--- config.mk ---
export PLATFORM = sky130hd
export DESIGN_NAME = periodic_task_timer_slots_core
export DESIGN_NICKNAME = d
export VERILOG_FILES = /design/src/ptts_pkg.sv /design/src/ptts_slot_ram.sv /design/src/periodic_task_timer_slots_core.sv
export VERILOG_INCLUDE_DIRS = /design/src /design/src/src
export SDC_FILE = /design/constraint.sdc
export NUM_CORES = 1
export LEC_CHECK = 0
export BUFFER_PORTS_ARGS = -buffer_cell sky130_fd_sc_hd__buf_2
export CELL_PAD_IN_SITES_DETAIL_PLACEMENT = 0
export CELL_PAD_IN_SITES_GLOBAL_PLACEMENT = 2
export CORE_ASPECT_RATIO = 1.4
export CORE_MARGIN = 1
export CORE_UTILIZATION = 35
export CTS_BUF_LIST = sky130_fd_sc_hd__clkbuf_4 sky130_fd_sc_hd__clkbuf_8
export DETAILED_ROUTE_END_ITERATION = 10
export PLACE_DENSITY = 0.63
export SYNTH_ARGS = -nofsm -noshare
export SYNTH_HDL_FRONTEND = slang
export SYNTH_SLANG_ARGS = --single-unit
--- constraint.sdc ---
create_clock -name aclk -period 8.2 [get_ports aclk]
set_clock_uncertainty 0.05 [all_clocks]
set_input_delay 0.41 -clock aclk [delete_from_list [all_inputs] [get_ports aclk]]
set_output_delay 0.41 -clock aclk [all_outputs]
set_load 0.03 [all_outputs]
--- src/periodic_task_timer_slots_core_defines.svh ---
`ifndef PERIODIC_TASK_TIMER_SLOTS_CORE_DEFINES_SVH
`define PERIODIC_TASK_TIMER_SLOTS_CORE_DEFINES_SVH

// same-cycle implication, reset masked
`define PTTS_ASSERT_NOW(lbl, clk, rstn, ante, cons) \
    lbl: assert property (@(posedge clk) disable iff (!(rstn)) (ante) |-> (cons)) \
        else $error("ptts check failed");

// next-cycle implication, reset masked
`define PTTS_ASSERT_NEXT(lbl, clk, rstn, ante, cons) \
    lbl: assert property (@(posedge clk) disable iff (!(rstn)) (ante) |=> (cons)) \
        else $error("ptts check failed");

`endif

--- src/ptts_pkg.sv ---
`default_nettype none
package ptts_pkg;

    localparam int TABLE_DEPTH   = 16;
    localparam int NUM_SLOTS_DEF = 16;
    localparam int SLOT_FIELD_W  = 4;
    localparam int PERIOD_W      = 32;
    localparam int ELAPSED_W     = 33;
    localparam int STEP_W        = 16;
    localparam int CMD_W         = 2;
    localparam int KIND_W        = 3;
    localparam int SDATA_W       = 40;
    localparam int MDATA_W       = 8;
    localparam int CFG_IDX_W     = 1;

    localparam logic [STEP_W-1:0] STEP_RESET = 16'd100;

    typedef enum logic [CFG_IDX_W-1:0] {
        CFG_RUN_EN = 1'b0,
        CFG_STEP   = 1'b1
    } cfg_idx_t;

    typedef enum logic [CMD_W-1:0] {
        CMD_TICK     = 2'd0,
        CMD_REGISTER = 2'd1,
        CMD_CANCEL   = 2'd2
    } cmd_t;

    typedef enum logic [KIND_W-1:0] {
        KIND_REGISTERED = 3'd0,
        KIND_CANCELLED  = 3'd1,
        KIND_FIRED      = 3'd2,
        KIND_DONE       = 3'd3,
        KIND_FULL       = 3'd4,
        KIND_UNKNOWN    = 3'd5
    } kind_t;

    typedef enum logic [2:0] {
        ST_IDLE,
        ST_ONE,
        ST_READ,
        ST_CALC,
        ST_DONE
    } state_t;

endpackage
`default_nettype wire

--- src/ptts_slot_ram.sv ---
`default_nettype none
module ptts_slot_ram #(
    parameter int DEPTH = ptts_pkg::TABLE_DEPTH,
    parameter int IDX_W = ptts_pkg::SLOT_FIELD_W
) (
    input  wire logic                           aclk,
    input  wire logic                           we_period,
    input  wire logic                           we_elapsed,
    input  wire logic [IDX_W-1:0]               addr,
    input  wire logic [ptts_pkg::PERIOD_W-1:0]  wr_period,
    input  wire logic [ptts_pkg::ELAPSED_W-1:0] wr_elapsed,
    output logic      [ptts_pkg::PERIOD_W-1:0]  rd_period,
    output logic      [ptts_pkg::ELAPSED_W-1:0] rd_elapsed
);
    import ptts_pkg::*;

    logic [PERIOD_W-1:0]  period_mem  [DEPTH];
    logic [ELAPSED_W-1:0] elapsed_mem [DEPTH];
    logic [PERIOD_W-1:0]  rd_period_reg;
    logic [ELAPSED_W-1:0] rd_elapsed_reg;

    always_ff @(posedge aclk) begin
        if (we_period) begin
            period_mem[addr] <= wr_period;
        end
        if (we_elapsed) begin
            elapsed_mem[addr] <= wr_elapsed;
        end
        rd_period_reg  <= period_mem[addr];
        rd_elapsed_reg <= elapsed_mem[addr];
    end

    assign rd_period  = rd_period_reg;
    assign rd_elapsed = rd_elapsed_reg;

endmodule
`default_nettype wire

--- src/periodic_task_timer_slots_core.sv ---
`default_nettype none
// channel  | ports        | tdata (lsb up)             | tuser (lsb up)   | tlast
// ---------+--------------+----------------------------+------------------+------
// input    | s_t*         | period[31:0], slot[35:32]  | command[1:0]     | -
// result   | m_t*         | slot_number[3:0]           | result_kind[2:0] | last
// config   | cfg_*        | index 0 running_enable, index 1 step_size
//
// Register and cancel go through ST_ONE to the result. An accepted tick walks the slot
// table with one 33-bit adder/comparator: ST_READ does the registered table read, skipping
// inactive slots; ST_CALC does add/compare/write; ST_DONE ends (no walk if run is off).
// Reset clears active bits and run enable, sets step to 100; no table clearing pass.
// A result that cannot be handed off stalls the walk; input ready only when idle.
module periodic_task_timer_slots_core #(
    parameter int NUM_SLOTS = ptts_pkg::NUM_SLOTS_DEF
) (
    input  wire logic                           aclk,
    input  wire logic                           aresetn,
    input  wire logic                           s_tvalid,
    output logic                                s_tready,
    input  wire logic [ptts_pkg::SDATA_W-1:0]   s_tdata,   // period, slot
    input  wire logic [ptts_pkg::CMD_W-1:0]     s_tuser,   // command
    output logic                                m_tvalid,
    input  wire logic                           m_tready,
    output logic      [ptts_pkg::MDATA_W-1:0]   m_tdata,   // slot_number
    output logic      [ptts_pkg::KIND_W-1:0]    m_tuser,   // result_kind
    output logic                                m_tlast,
    input  wire logic                           cfg_wr_en,
    input  wire logic [ptts_pkg::CFG_IDX_W-1:0] cfg_index,
    input  wire logic [ptts_pkg::STEP_W-1:0]    cfg_wdata
);
    import ptts_pkg::*;

    `include "periodic_task_timer_slots_core_defines.svh"

    localparam int SLOT_COUNT = (NUM_SLOTS < TABLE_DEPTH) ? NUM_SLOTS : TABLE_DEPTH;
    localparam int IDX_W      = (SLOT_COUNT > 1) ? $clog2(SLOT_COUNT) : 1;
    localparam logic [SLOT_FIELD_W:0] SLOT_LIMIT = (SLOT_FIELD_W + 1)'(SLOT_COUNT);
    localparam logic [IDX_W-1:0]      LAST_IDX   = IDX_W'(SLOT_COUNT - 1);

    state_t                  state_reg, state_next;
    cmd_t                    cmd_reg;
    logic [PERIOD_W-1:0]     period_reg;
    logic [SLOT_FIELD_W-1:0] slot_reg;
    logic [IDX_W-1:0]        idx_reg, idx_next;
    logic [SLOT_COUNT-1:0]   active_reg, active_next;
    logic                    run_en_reg;
    logic [STEP_W-1:0]       step_reg;

    logic                    m_valid_reg;
    kind_t                   m_kind_reg;
    logic [SLOT_FIELD_W-1:0] m_slot_reg;
    logic                    m_last_reg;

    logic                    s_xfer;
    cmd_t                    s_cmd;
    logic                    out_free;
    logic                    any_free;
    logic [IDX_W-1:0]        free_idx;
    logic                    cancel_ok;
    logic                    last_idx;
    logic [ELAPSED_W-1:0]    sum;
    logic                    fire;

    logic                    emit;
    kind_t                   o_kind;
    logic [SLOT_FIELD_W-1:0] o_slot;
    logic                    o_last;
    logic                    we_period;
    logic                    we_elapsed;
    logic [IDX_W-1:0]        mem_addr;
    logic [ELAPSED_W-1:0]    wr_elapsed;
    logic [PERIOD_W-1:0]     rd_period;
    logic [ELAPSED_W-1:0]    rd_elapsed;

    assign s_tready = (state_reg == ST_IDLE);
    assign s_xfer   = s_tvalid && s_tready;
    assign s_cmd    = cmd_t'(s_tuser);
    assign out_free = !m_valid_reg || m_tready;
    assign last_idx = (idx_reg == LAST_IDX);
    assign cancel_ok = ({1'b0, slot_reg} < SLOT_LIMIT) && active_reg[slot_reg[IDX_W-1:0]];
    assign sum      = rd_elapsed + ELAPSED_W'(step_reg);
    assign fire     = (sum >= ELAPSED_W'(rd_period));

    always_comb begin
        any_free = 1'b0;
        free_idx = '0;
        for (int i = SLOT_COUNT - 1; i >= 0; i--) begin
            if (!active_reg[i]) begin
                any_free = 1'b1;
                free_idx = IDX_W'(i);
            end
        end
    end

    ptts_slot_ram #(
        .DEPTH (SLOT_COUNT),
        .IDX_W (IDX_W)
    ) u_ram (
        .aclk       (aclk),
        .we_period  (we_period),
        .we_elapsed (we_elapsed),
        .addr       (mem_addr),
        .wr_period  (period_reg),
        .wr_elapsed (wr_elapsed),
        .rd_period  (rd_period),
        .rd_elapsed (rd_elapsed)
    );

    always_comb begin
        state_next = state_reg;
        case (state_reg)
            ST_IDLE: begin
                if (s_xfer) begin
                    case (s_cmd)
                        CMD_TICK:     state_next = run_en_reg ? ST_READ : ST_DONE;
                        CMD_REGISTER: state_next = ST_ONE;
                        CMD_CANCEL:   state_next = ST_ONE;
                        default:      state_next = ST_IDLE;
                    endcase
                end
            end
            ST_ONE: begin
                if (out_free) begin
                    state_next = ST_IDLE;
                end
            end
            ST_READ: begin
                if (active_reg[idx_reg]) begin
                    state_next = ST_CALC;
                end else if (last_idx) begin
                    state_next = ST_DONE;
                end
            end
            ST_CALC: begin
                if (!fire || out_free) begin
                    state_next = last_idx ? ST_DONE : ST_READ;
                end
            end
            ST_DONE: begin
                if (out_free) begin
                    state_next = ST_IDLE;
                end
            end
            default: state_next = ST_IDLE;
        endcase
    end

    always_comb begin
        emit        = 1'b0;
        o_kind      = KIND_DONE;
        o_slot      = '0;
        o_last      = 1'b0;
        we_period   = 1'b0;
        we_elapsed  = 1'b0;
        wr_elapsed  = '0;
        mem_addr    = idx_reg;
        active_next = active_reg;
        idx_next    = idx_reg;
        case (state_reg)
            ST_IDLE: begin
                if (s_xfer) begin
                    idx_next = '0;
                end
            end
            ST_ONE: begin
                if (cmd_reg == CMD_REGISTER) begin
                    mem_addr = free_idx;
                end
                if (out_free) begin
                    emit   = 1'b1;
                    o_last = 1'b1;
                    if (cmd_reg == CMD_REGISTER) begin
                        if (any_free) begin
                            we_period             = 1'b1;
                            we_elapsed            = 1'b1;
                            active_next[free_idx] = 1'b1;
                            o_kind                = KIND_REGISTERED;
                            o_slot                = SLOT_FIELD_W'(free_idx);
                        end else begin
                            o_kind = KIND_FULL;
                        end
                    end else if (cancel_ok) begin
                        active_next[slot_reg[IDX_W-1:0]] = 1'b0;
                        o_kind                           = KIND_CANCELLED;
                        o_slot                           = slot_reg;
                    end else begin
                        o_kind = KIND_UNKNOWN;
                    end
                end
            end
            ST_READ: begin
                if (!active_reg[idx_reg] && !last_idx) begin
                    idx_next = idx_reg + 1'b1;
                end
            end
            ST_CALC: begin
                if (!fire) begin
                    we_elapsed = 1'b1;
                    wr_elapsed = sum;
                    if (!last_idx) begin
                        idx_next = idx_reg + 1'b1;
                    end
                end else if (out_free) begin
                    emit       = 1'b1;
                    o_kind     = KIND_FIRED;
                    o_slot     = SLOT_FIELD_W'(idx_reg);
                    we_elapsed = 1'b1;
                    if (!last_idx) begin
                        idx_next = idx_reg + 1'b1;
                    end
                end
            end
            ST_DONE: begin
                if (out_free) begin
                    emit   = 1'b1;
                    o_last = 1'b1;
                end
            end
            default: begin
            end
        endcase
    end

    always_ff @(posedge aclk) begin
        if (!aresetn) begin
            state_reg   <= ST_IDLE;
            active_reg  <= '0;
            run_en_reg  <= 1'b0;
            step_reg    <= STEP_RESET;
            m_valid_reg <= 1'b0;
            idx_reg     <= '0;
        end else begin
            state_reg  <= state_next;
            active_reg <= active_next;
            idx_reg    <= idx_next;
            if (cfg_wr_en) begin
                case (cfg_idx_t'(cfg_index))
                    CFG_RUN_EN: run_en_reg <= cfg_wdata[0];
                    CFG_STEP:   step_reg   <= cfg_wdata;
                    default: begin
                    end
                endcase
            end
            if (emit) begin
                m_valid_reg <= 1'b1;
            end else if (m_tready) begin
                m_valid_reg <= 1'b0;
            end
        end
    end

    always_ff @(posedge aclk) begin
        if (s_xfer) begin
            cmd_reg    <= s_cmd;
            period_reg <= s_tdata[PERIOD_W-1:0];
            slot_reg   <= s_tdata[PERIOD_W +: SLOT_FIELD_W];
        end
        if (emit) begin
            m_kind_reg <= o_kind;
            m_slot_reg <= o_slot;
            m_last_reg <= o_last;
        end
    end

    assign m_tvalid = m_valid_reg;
    assign m_tdata  = {{(MDATA_W - SLOT_FIELD_W){1'b0}}, m_slot_reg};
    assign m_tuser  = m_kind_reg;
    assign m_tlast  = m_last_reg;

    `PTTS_ASSERT_NOW(a_no_overwrite, aclk, aresetn, emit, (!m_valid_reg || m_tready))
    `PTTS_ASSERT_NEXT(a_active_to_calc, aclk, aresetn,
        (state_reg == ST_READ) && active_reg[idx_reg], (state_reg == ST_CALC))
    `PTTS_ASSERT_NEXT(a_register_grows, aclk, aresetn, emit && (o_kind == KIND_REGISTERED),
        ($countones(active_reg) == $countones($past(active_reg)) + 1))

endmodule
`default_nettype wire
==> reports/summary.txt, run 1 <==
Setup crit end kind -> flip-flop
WS Path Type -> flip-flop to flip-flop
Vias/cell -> 5.44
Syn Inst Count -> 2914
Num CTS Buffers -> 181
max_cap viols -> 0
post-detailed-route wirelength per cell -> 26.6 um
TritonCTS clock tree -> yes
max-slew violations -> 0
antenna-violating nets left -> 0
CP Launch Type -> flip-flop
Yosys top cell by area -> edfxtp_1
Setup Buffers After CTS -> 0
VDD IR max -> 0.173 mV
worst-margin pin slew -> 1.24 ns
fin area -> 53800 um2
RD Place Congestion -> 0.814
first-pass GRT wire length -> 193000 um
max FFs per register -> 528
synth top area cells -> edfxtp_1 70%, dfxtp_1 4.6%, and3_1 4.4%
PortBufs -> 69
Die Y -> 434 um
Placement Cell Area -> 49500 um2
Pwr Total -> 13.9 mW
Layout area overhead -> 15.6%
post-CTS sizing -> 0
Fmax achieved -> 152 MHz
Critical Path RT -> 8.64 ns
First DRT Iteration DRCs -> 2365
CTS Sinks -> 1192
Post-route DRC -> 0
register area share after synthesis -> 74.6%
Synth top cells by count -> 1086 x edfxtp_1, 325 x and3_1, 137 x clkbuf_1
library cells used by synthesis -> 70
Core Area -> 132000 um2
Leak Pwr -> 18.4 nW
Root Driver -> clkbuf_8
Synth Flop Type -> edfxtp_1
htree depth -> 4
First-pass DRT Iterations -> 9
vias in the first global route -> 28900
Rel. slew slack -> 17.0%
Post-synth EDFFs -> 1086
total grt overflow -> 0
Crit path arrival time -> 7.02 ns
Yosys reg bits -> 1192
Die X -> 310 um
Power Density -> 258 nW/um2
total wire length -> 135000 um
Final setup viols -> 0
overall routing resource usage -> 20.1%
Hold Crit Class -> input port to flip-flop
layout cells sized above 1 -> 16.6%
I/O Pins -> 78
antenna violations before repair -> 5
Critical Path Fanout Max -> 24
Worst-path clk slew -> 0.06 ns
DP HPWL -> 75700 um
Skew-Pair Late Insertion Delay -> 0.91 ns
via count -> 27500
Die ar. -> 135000 um2
initial core utilization -> 35.2%
most common cell in the synthesized netlist -> edfxtp_1
Post-Route Utilization -> 40.7%
Post-Route Setup TNS -> 0 ns
deepest clock path buffer count -> 3
Final Hold Vio Count -> 0
Min Clock Period, post-route -> 6.58 ns
largest net degree at the start of global routing -> 129
outcome -> complete, no violations
Final nets -> 3259
cell area after synthesis -> 46600 um2
syn avg cell area -> 16.0 um2
Warnings, synthesis -> 0
final worst path period share -> 80.3%
Cell Rows -> 158
async set or reset register ratio after synthesis -> 0%
RSZ-0062 raised after global routing -> false
top cell type's share of synthesized area -> 70.0%
-- timing repair --
action	CTS	global route
hold endpoints to repair	57	0
endpoints found under the setup margin	0	0
hold buffers	59	0
-- cell families (layout without fill, tap and decap cells) --
family                     after synthesis  in the layout  synth area share, %
buffers and inverters                  241            604                 2.10
DFF                                   1192           1192                 74.6
and+or+nand+nor                        694            694                 8.41
xor gates and xnor gates                28             28                0.527
AOI/OAI and AO/OA                      558            558                 9.44
other                                    1             22              0.00805
adders and majority gates               52             52                 1.41
muxes                                  148            148                 3.51
-- worst max-delay path, stage by stage, from the launching register on --
cell,delay (ns)
dfxtp_1,0.34
ha_1,0.21
inv_1,0.07
fa_1,0.40
nand2b_1,0.19
a21oi_1,0.35
o211ai_1,0.22
a21o_1,0.22
a21oi_1,0.77
nand3_1,0.19
xnor2_1,0.24
ha_1,0.29
and4_1,0.27
o21ai_0,0.09
o211ai_1,0.18
o21ai_0,0.42
nand3_1,0.23
o2bb2ai_2,0.43
nor2_4,0.48
buf_4,0.54
-- where the power goes --
group | leakage, nW | switching, mW | internal (mW)
Clock | 2.01 | 2.32 | 2.67
Combinational | 5.64 | 1.03 | 0.514
Sequential | 10.8 | 0.286 | 7.04
-- layout make-up --
cell class	count	area, um2
multi-input combinational	1500	11300
sequential	1192	34700
clock inverter	61	372
fill	12000	78400
timing repair buffer	214	1630
tap	1760	2200
clock buffer	275	3370
inverter	54	203
antenna	2	5.00
-- final timing paths --
path                       startpoint                      end  slack (ns)  cells past startpoint
max reg2reg               step_reg[0]  u_ram.elapsed_mem[4][4]        1.62                     19
max                       step_reg[0]  u_ram.elapsed_mem[4][4]        1.62                     19
min reg2reg  u_ram.elapsed_mem[5][13]     u_ram.rd_elapsed[13]        0.42                      2
min                           aresetn             state_reg[1]        0.12                      3
-- routing by layer --
| layer | vias to the layer above | track usage, % | wire length [um] |
|---|---|---|---|
| met4 | 0 | 7.67 | 4310 |
| met5 | - | 0 | 0 |
| met3 | 258 | 2.96 | 5510 |
| met1 | 14200 | 22.8 | 52000 |
| met2 | 792 | 37.4 | 72900 |
| li1 | 12300 | - | - |
-- placed cells by master (no fill, tap or decap), types with 65 or more instances in the layout --
cell       count
a2111oi_0    128
a22oi_1       65
and3_1       325
buf_2         69
buf_4         82
clkbuf_4      67
clkbuf_8     208
dfxtp_1      106
edfxtp_1    1086
mux2i_1      134
nand2_1       92
nand3_1       88
o22ai_1       66
-- metrics by stage --
| stage | std cells | worst slack (ns) | hold slack (ns) |
|---|---|---|---|
| CTS | 5056 | 1.48 | 0.0217 |
| global route | 5058 | 1.26 | 0.114 |
| global placement | 4661 | 1.55 | 0.418 |
| finish | 5058 | 1.62 | 0.122 |
| floorplan | 2933 | 1.38 | 0.380 |
| detailed placement | 4661 | 1.53 | 0.414 |
Note: power is estimated with default switching activity, not from simulation.
==> run 2, diff against run 1 <==
==> constraint.sdc (replaced) <==
create_clock -name aclk -period 6.15 [get_ports aclk]
set_clock_uncertainty 0.05 [all_clocks]
set_input_delay 0.3075 -clock aclk [delete_from_list [all_inputs] [get_ports aclk]]
set_output_delay 0.3075 -clock aclk [all_outputs]
set_load 0.03 [all_outputs]
==> run 2 against run 1 <==
  * Core utilization increased by 0.60 points
  * Cell area increased by 1.5%
  * Non-clock buffer count increased by 69
  * Critical path depth increased by 2
==> reports/summary.txt, run 2 (synthesis results as in run 1) <==
outcome -> complete, no violations
Layout area overhead -> 17.3%
deepest clock path buffer count -> 3 (unchanged)
Final setup viols -> 0 (unchanged)
Fmax achieved -> 173 MHz (+14%)
CP Launch Type -> flip-flop
Hold Crit Class -> input port to flip-flop
post-detailed-route wirelength per cell -> 26.7 um (+0.27%)
Die Y -> 434 um (unchanged)
antenna violations before repair -> 3 (-2)
Setup crit end kind -> flip-flop
vias in the first global route -> 28900 (+0.048%)
Pwr Total -> 18.8 mW (+36%)
max FFs per register -> 528 (unchanged)
Setup WS post-layout -> 0.369 ns (-1.25 ns)
commonest non-fill, non-tap cells in the layout -> 1086 x edfxtp_1, 325 x and3_1, 190 x clkbuf_8
WS Path Type -> flip-flop to flip-flop
Worst-path clk slew -> 0.06 ns (about the same)
overall routing resource usage -> 20.5% (+0.42 points)
Critical Path Fanout Max -> 16 (-33%)
hold_sp -> s_tdata[25]
initial core utilization -> 35.2% (unchanged)
antenna-violating nets left -> 0 (unchanged)
Die ar. -> 135000 um2 (unchanged)
VDD IR max -> 0.190 mV (+10%)
Post-Route Utilization -> 41.3% (+0.60 points)
CTS Sinks -> 1192 (unchanged)
Critical Path RT -> 6.62 ns (-2.02 ns)
Num CTS Buffers -> 180 (-0.55%)
Final Hold Vio Count -> 0 (unchanged)
pre-CTS setup slack -> -0.145 ns (-1.68 ns)
largest net degree at the start of global routing -> 83 (-36%)
Rel. slew slack -> 18.8% (+1.8 points)
RD Place Congestion -> 0.800 (-1.8%)
Min-Delay Endpoint -> period_reg[25]
RSZ-0062 raised after global routing -> false
launching point of the worst reg2reg path -> step_reg[0]
max-slew violations -> 0 (unchanged)
Hold Crit Depth -> 2 (-1)
final worst path period share -> 94.0% (+14 points)
most common cell after layout, fill and taps aside -> edfxtp_1
DP HPWL -> 81200 um (+7.2%)
Root Driver -> clkbuf_8
PortBufs -> 69 (unchanged)
Crit path arrival time -> 6.25 ns (-0.77 ns)
Post-route DRC -> 0 (unchanged)
end of the worst register-to-register path -> u_ram.elapsed_mem[4][31]
Leak Pwr -> 18.8 nW (+2.2%)
R2R Setup Slk -> 0.37 ns (-1.25 ns)
max_cap viols -> 0 (unchanged)
Vias/cell -> 5.42 (-0.37%)
Final nets -> 3327 (+2.1%)
Layout fillers -> 12000 (-0.57%)
total wire length -> 137000 um (+1.7%)
First DRT Iteration DRCs -> 2347 (-0.76%)
via count -> 27800 (+1.0%)
worst-margin pin slew -> 1.19 ns (-0.0560 ns)
Die X -> 310 um (unchanged)
First-pass DRT Iterations -> 6 (-3)
TritonCTS clock tree -> yes
I/O Pins -> 78 (unchanged)
Min Clock Period, post-route -> 5.78 ns (-0.801 ns)
htree depth -> 4 (unchanged)
layout cells sized above 1 -> 17.4% (+0.78 points)
first-pass GRT wire length -> 199000 um (+2.8%)
Core Area -> 132000 um2 (unchanged)
Reg2Reg Depth -> 21 (+2)
Power Density -> 344 nW/um2 (+34%)
Skew-Pair Late Insertion Delay -> 0.88 ns (-0.03 ns)
Cell Rows -> 158 (unchanged)
total grt overflow -> 0 (unchanged)
## run 2: layout make-up
class                      count  area, um2  area share (%)
clock inverter                88        757            1.39
antenna                        2       5.00         0.00916
timing repair buffer         283       2330            4.27
multi-input combinational   1500      11300            20.7
tap                         1760       2200            4.03
sequential                  1192      34700            63.6
inverter                      54        203           0.371
clock buffer                 250       3070            5.61
## run 2: report_power, final
| group | switching (mW) | leakage [nW] | internal, mW |
|---|---|---|---|
| logic | 1.41 | 6.03 | 0.741 |
| clock network | 3.16 | 2.03 | 3.70 |
| registers | 0.396 | 10.8 | 9.39 |
| total | 4.97 | 18.8 | 13.8 |
## run 2: metrics by stage
| stage | TNS [ns] | hold slack [ns] | cells | cell area (um2) |
|---|---|---|---|---|
| after floorplan | -292.73 | 0.356 | 2933 | 46600 |
| after detailed placement | -3.00 | 0.418 | 4710 | 50000 |
| after CTS | 0 | 0.0000339 | 5126 | 54600 |
| after global routing | 0 | 0.0344 | 5129 | 54600 |
| final | 0 | 0.0964 | 5129 | 54600 |
| after global placement | -3.13 | 0.418 | 4710 | 50000 |
## run 2: repair_timing
| action | in CTS | in global routing |
|---|---|---|
| endpoints found under the hold margin | 69 | 0 |
| hold buffers | 78 | 0 |
| endpoints found under the setup margin | 22 | 54 |
| buffers inserted | 0 | 1 |
| pin swaps | 0 | 1 |
| resized for setup | 1 | 2 |
## run 2: worst max-delay path by stage
| stage | from | end | slack [ns] |
|---|---|---|---|
| 4_1_cts | step_reg[7] | u_ram.elapsed_mem[1][30] | 0.21 |
| 2_1_floorplan | step_reg[0] | u_ram.elapsed_mem[10][0] | -0.67 |
| 3_3_place_gp | step_reg[0] | u_ram.elapsed_mem[1][30] | -0.15 |
| 6_report | step_reg[0] | u_ram.elapsed_mem[4][31] | 0.37 |
| 5_1_grt | step_reg[0] | u_ram.elapsed_mem[8][29] | 0.008 |
| 3_5_place_dp | step_reg[7] | u_ram.elapsed_mem[1][30] | -0.15 |
## run 2: worst max-delay path, cell delays in order, from the launching register on
cell and delay (ns):
dfxtp_1 0.34, ha_1 0.19, inv_1 0.06, fa_1 0.39, nand2b_1 0.18, a21oi_1 0.24
o211ai_1 0.19, a21o_1 0.20, a21oi_1 0.16, buf_4 0.21, nand4_1 0.13, xnor2_1 0.24
ha_1 0.29, a21oi_1 0.18, nor2_1 0.06, a211oi_1 0.24, nor2_1 0.12, nor4b_2 0.45
buf_4 0.19, nand4_1 0.19, buf_12 0.22, nor2b_1 0.86
## run 2: routing by layer
metal | up-vias | part of all wire, % | wire, um | global-route usage [%]
li1 | 12400 | - | - | -
met4 | 0 | 2.6 | 3530 | 6.33
met3 | 225 | 4.3 | 5880 | 3.01
met2 | 812 | 54 | 73400 | 37.7
met5 | - | 0 | 0 | 0
met1 | 14400 | 40 | 54100 | 24.3
==> run 3, diff against run 2 <==
--- a/config.mk
+++ b/config.mk
@@ -13,6 +13,7 @@
 export CORE_MARGIN = 1
 export CORE_UTILIZATION = 35
 export CTS_BUF_LIST = sky130_fd_sc_hd__clkbuf_4 sky130_fd_sc_hd__clkbuf_8
+export CTS_CLUSTER_DIAMETER = 100
 export DETAILED_ROUTE_END_ITERATION = 10
 export PLACE_DENSITY = 0.63
 export SYNTH_ARGS = -nofsm -noshare
==> constraint.sdc (replaced) <==
create_clock -name aclk -period 6.29 [get_ports aclk]
set_clock_uncertainty 0.05 [all_clocks]
set_input_delay 0.3145 -clock aclk [delete_from_list [all_inputs] [get_ports aclk]]
set_output_delay 0.3145 -clock aclk [all_outputs]
set_load 0.03 [all_outputs]
==> run 3 against run 2 <==
  * Hold slack lost 0.0078 ns
  * Critical path depth grew 1
  * Sequential cell count is the same
  * Cell area is essentially flat
  * First-iteration DRC count shrank 12%
  * Non-clock buffer count shrank 10
  * Via count shrank 0.60%
  * Register-to-register slack lost 0.04 ns
  * Die area is the same
  * Core utilization is essentially flat
  * Worst setup slack lost 0.039 ns
  * Critical endpoint is now u_ram.elapsed_mem[12][27]
  * Cell count shrank 0.33%
==> reports/summary.txt, run 3 (synthesis results as in run 1) <==
TritonCTS clock tree -> yes
Die Y -> 434 um (unchanged)
RSZ-0062 raised after global routing -> false
Skew-Pair Late Insertion Delay -> 0.90 ns (+0.02 ns)
final worst path period share -> 94.8% (+0.76 points)
Fmax achieved -> 168 MHz (-3.0%)
vias in the first global route -> 28600 (-0.90%)
Setup crit end kind -> flip-flop
Root Driver -> clkbuf_8
Min Clock Period, post-route -> 5.96 ns (+0.179 ns)
antenna-violating nets left -> 0 (unchanged)
max FFs per register -> 528 (unchanged)
outcome -> complete, no violations
Layout area overhead -> 17.2% (about the same)
Post-route DRC -> 0 (unchanged)
Crit path arrival time -> 6.42 ns (+0.17 ns)
Final setup viols -> 0 (unchanged)
gr busiest metal -> met2
WP buf/inv -> 5 (+1)
VDD IR max -> 0.198 mV (+4.2%)
Power Density -> 336 nW/um2 (-2.2%)
post-route insts no fill -> 5112 (-0.33%)
overall routing resource usage -> 20.4% (-0.064 points)
Rel. slew slack -> 19.1% (+0.25 points)
Layout fillers -> 12000 (+0.49%)
Num CTS Buffers -> 178 (-1.1%)
Vias/cell -> 5.41 (-0.27%)
RD Place Congestion -> 0.836 (+4.5%)
met3 GRT Util -> 3.00% (-0.0098 points)
First-pass DRT Iterations -> 6 (unchanged)
commonest non-fill, non-tap cells in the layout -> 1086 x edfxtp_1, 325 x and3_1, 201 x clkbuf_8
Die X -> 310 um (unchanged)
First DRT Iteration DRCs -> 2075 (-12%)
Critical Path RT -> 6.75 ns (+0.13 ns)
I/O Pins -> 78 (unchanged)
Critical Path Most Common Cell -> buf_4
slowest stage delay, CP -> 0.52 ns (-0.34 ns)
PortBufs -> 69 (unchanged)
Worst-path clk slew -> 0.06 ns (about the same)
antenna violations before repair -> 2 (-1)
Final Hold Vio Count -> 0 (unchanged)
max-slew violations -> 0 (unchanged)
layout cells sized above 1 -> 17.0% (-0.36 points)
crit-path cells -> ha_1, o21a_1, o211ai_1, o22ai_1, a2111oi_0, buf_4, o22ai_1, buf_12, nand4_1, xnor2_1, ha_1, a21oi_1, nand2_1, a21oi_1, buf_4, o211ai_1, o21ai_0, nand3_1, o2bb2ai_2, buf_4, nor3_2, buf_4
most common cell after layout, fill and taps aside -> edfxtp_1
critical path's slowest cell -> buf_4
Die ar. -> 135000 um2 (unchanged)
total grt overflow -> 0 (unchanged)
CP Launch Type -> flip-flop
top cell family by delay on the critical path -> compound AO/OA/AOI/OAI gates
total wire length -> 137000 um (-0.14%)
initial core utilization -> 35.2% (unchanged)
via count -> 27700 (-0.60%)
Final nets -> 3315 (-0.36%)
max_cap viols -> 0 (unchanged)
first-pass GRT wire length -> 196000 um (-1.3%)
post-detailed-route wirelength per cell -> 26.7 um (+0.20%)
Leak Pwr -> 18.8 nW (-0.24%)
Hold Crit Class -> input port to flip-flop
worst-margin pin slew -> 1.18 ns (-0.00372 ns)
WS Path Type -> flip-flop to flip-flop
Critical Path Fanout Max -> 29 (+13)
deepest clock path buffer count -> 3 (unchanged)
Post-Route Utilization -> 41.3% (about the same)
largest net degree at the start of global routing -> 89 (+7.2%)
htree depth -> 4 (unchanged)
routing usage on met1 -> 23.8% (-0.46 points)
Core Area -> 132000 um2 (unchanged)
DP Cell Count -> 4697 (-0.28%)
CTS Sinks -> 1192 (unchanged)
DP HPWL -> 80100 um (-1.3%)
Cell Rows -> 158 (unchanged)
met2 Track Usage GR -> 37.6% (-0.18 points)
## run 3: changes by cell type in the layout (fill, tap and decap cells not counted), sizes merged, moves of 4 or more
cell / previous run / this run
clkbuf: 250 / 257
inv: 64 / 59
clkinv: 66 / 53
clkinvlp: 2 / 8
dlygate4sd3: 78 / 82
buf: 205 / 191
## run 3: cell type report
cell class	instances	area [um2]	share of cell area [%]
Sequential cell	1192	34700	63.6
Clock inverter	75	652	1.19
Antenna cell	1	2.50	0.00459
Tap cell	1760	2200	4.04
Multi-Input combinational cell	1500	11300	20.7
Timing Repair Buffer	273	2280	4.18
Inverter	54	203	0.371
Clock buffer	257	3190	5.84
## run 3: final timing paths
kind / startpoint / endpoint / slack, ns / cells past startpoint
max reg2reg: step_reg[7] / u_ram.elapsed_mem[12][27] / 0.33 / 22
max: step_reg[7] / u_ram.elapsed_mem[12][27] / 0.33 / 22
min reg2reg: u_ram.period_mem[5][10] / u_ram.rd_period[10] / 0.43 / 2
min: s_tdata[18] / period_reg[18] / 0.09 / 2
## run 3: worst register-to-register path: stages (launching register included)
cell and delay [ns]:
dfxtp_1 0.31, ha_1 0.39, o21a_1 0.20, o211ai_1 0.26, o22ai_1 0.22, a2111oi_0 0.49, buf_4 0.19, o22ai_1 0.12
buf_12 0.17, nand4_1 0.12, xnor2_1 0.17, ha_1 0.30, a21oi_1 0.13, nand2_1 0.06, a21oi_1 0.16, buf_4 0.14
o211ai_1 0.07, o21ai_0 0.48, nand3_1 0.22, o2bb2ai_2 0.20, buf_4 0.23, nor3_2 0.35, buf_4 0.52
## run 3: per-layer routing
metal	up-vias	share of wire, %
li1	12400	-
met3	222	4.4
met5	-	0
met4	0	3.0
met2	796	53
met1	14200	39
## run 3: power breakdown
part	internal [mW]	switching, mW	total [mW]
clock network	3.66	3.07	6.73
registers	9.18	0.385	9.56
logic	0.705	1.36	2.07
## run 3: per-stage QoR
step | power, mW | TNS, ns | instance area (um2) | setup WS [ns] | hold WS, ns
after floorplan | 10.8 | -223.43 | 46600 | -0.533 | 0.363
after global placement | 11.7 | 0 | 49900 | 0.116 | 0.418
after detailed placement | 11.8 | 0 | 49900 | 0.159 | 0.421
after CTS | 18.6 | 0 | 54600 | 0.0994 | 0.00125
after global routing | 19.1 | 0 | 54600 | 0.0275 | 0.0359
final | 18.4 | 0 | 54600 | 0.329 | 0.0886
## run 3: repair_timing
item / in CTS / in global routing
setup buffers: 0 / 0
setup endpoints to repair: 0 / 24
hold buffers: 82 / 0
gates resized for setup: 0 / 1
hold endpoints to repair: 70 / 0
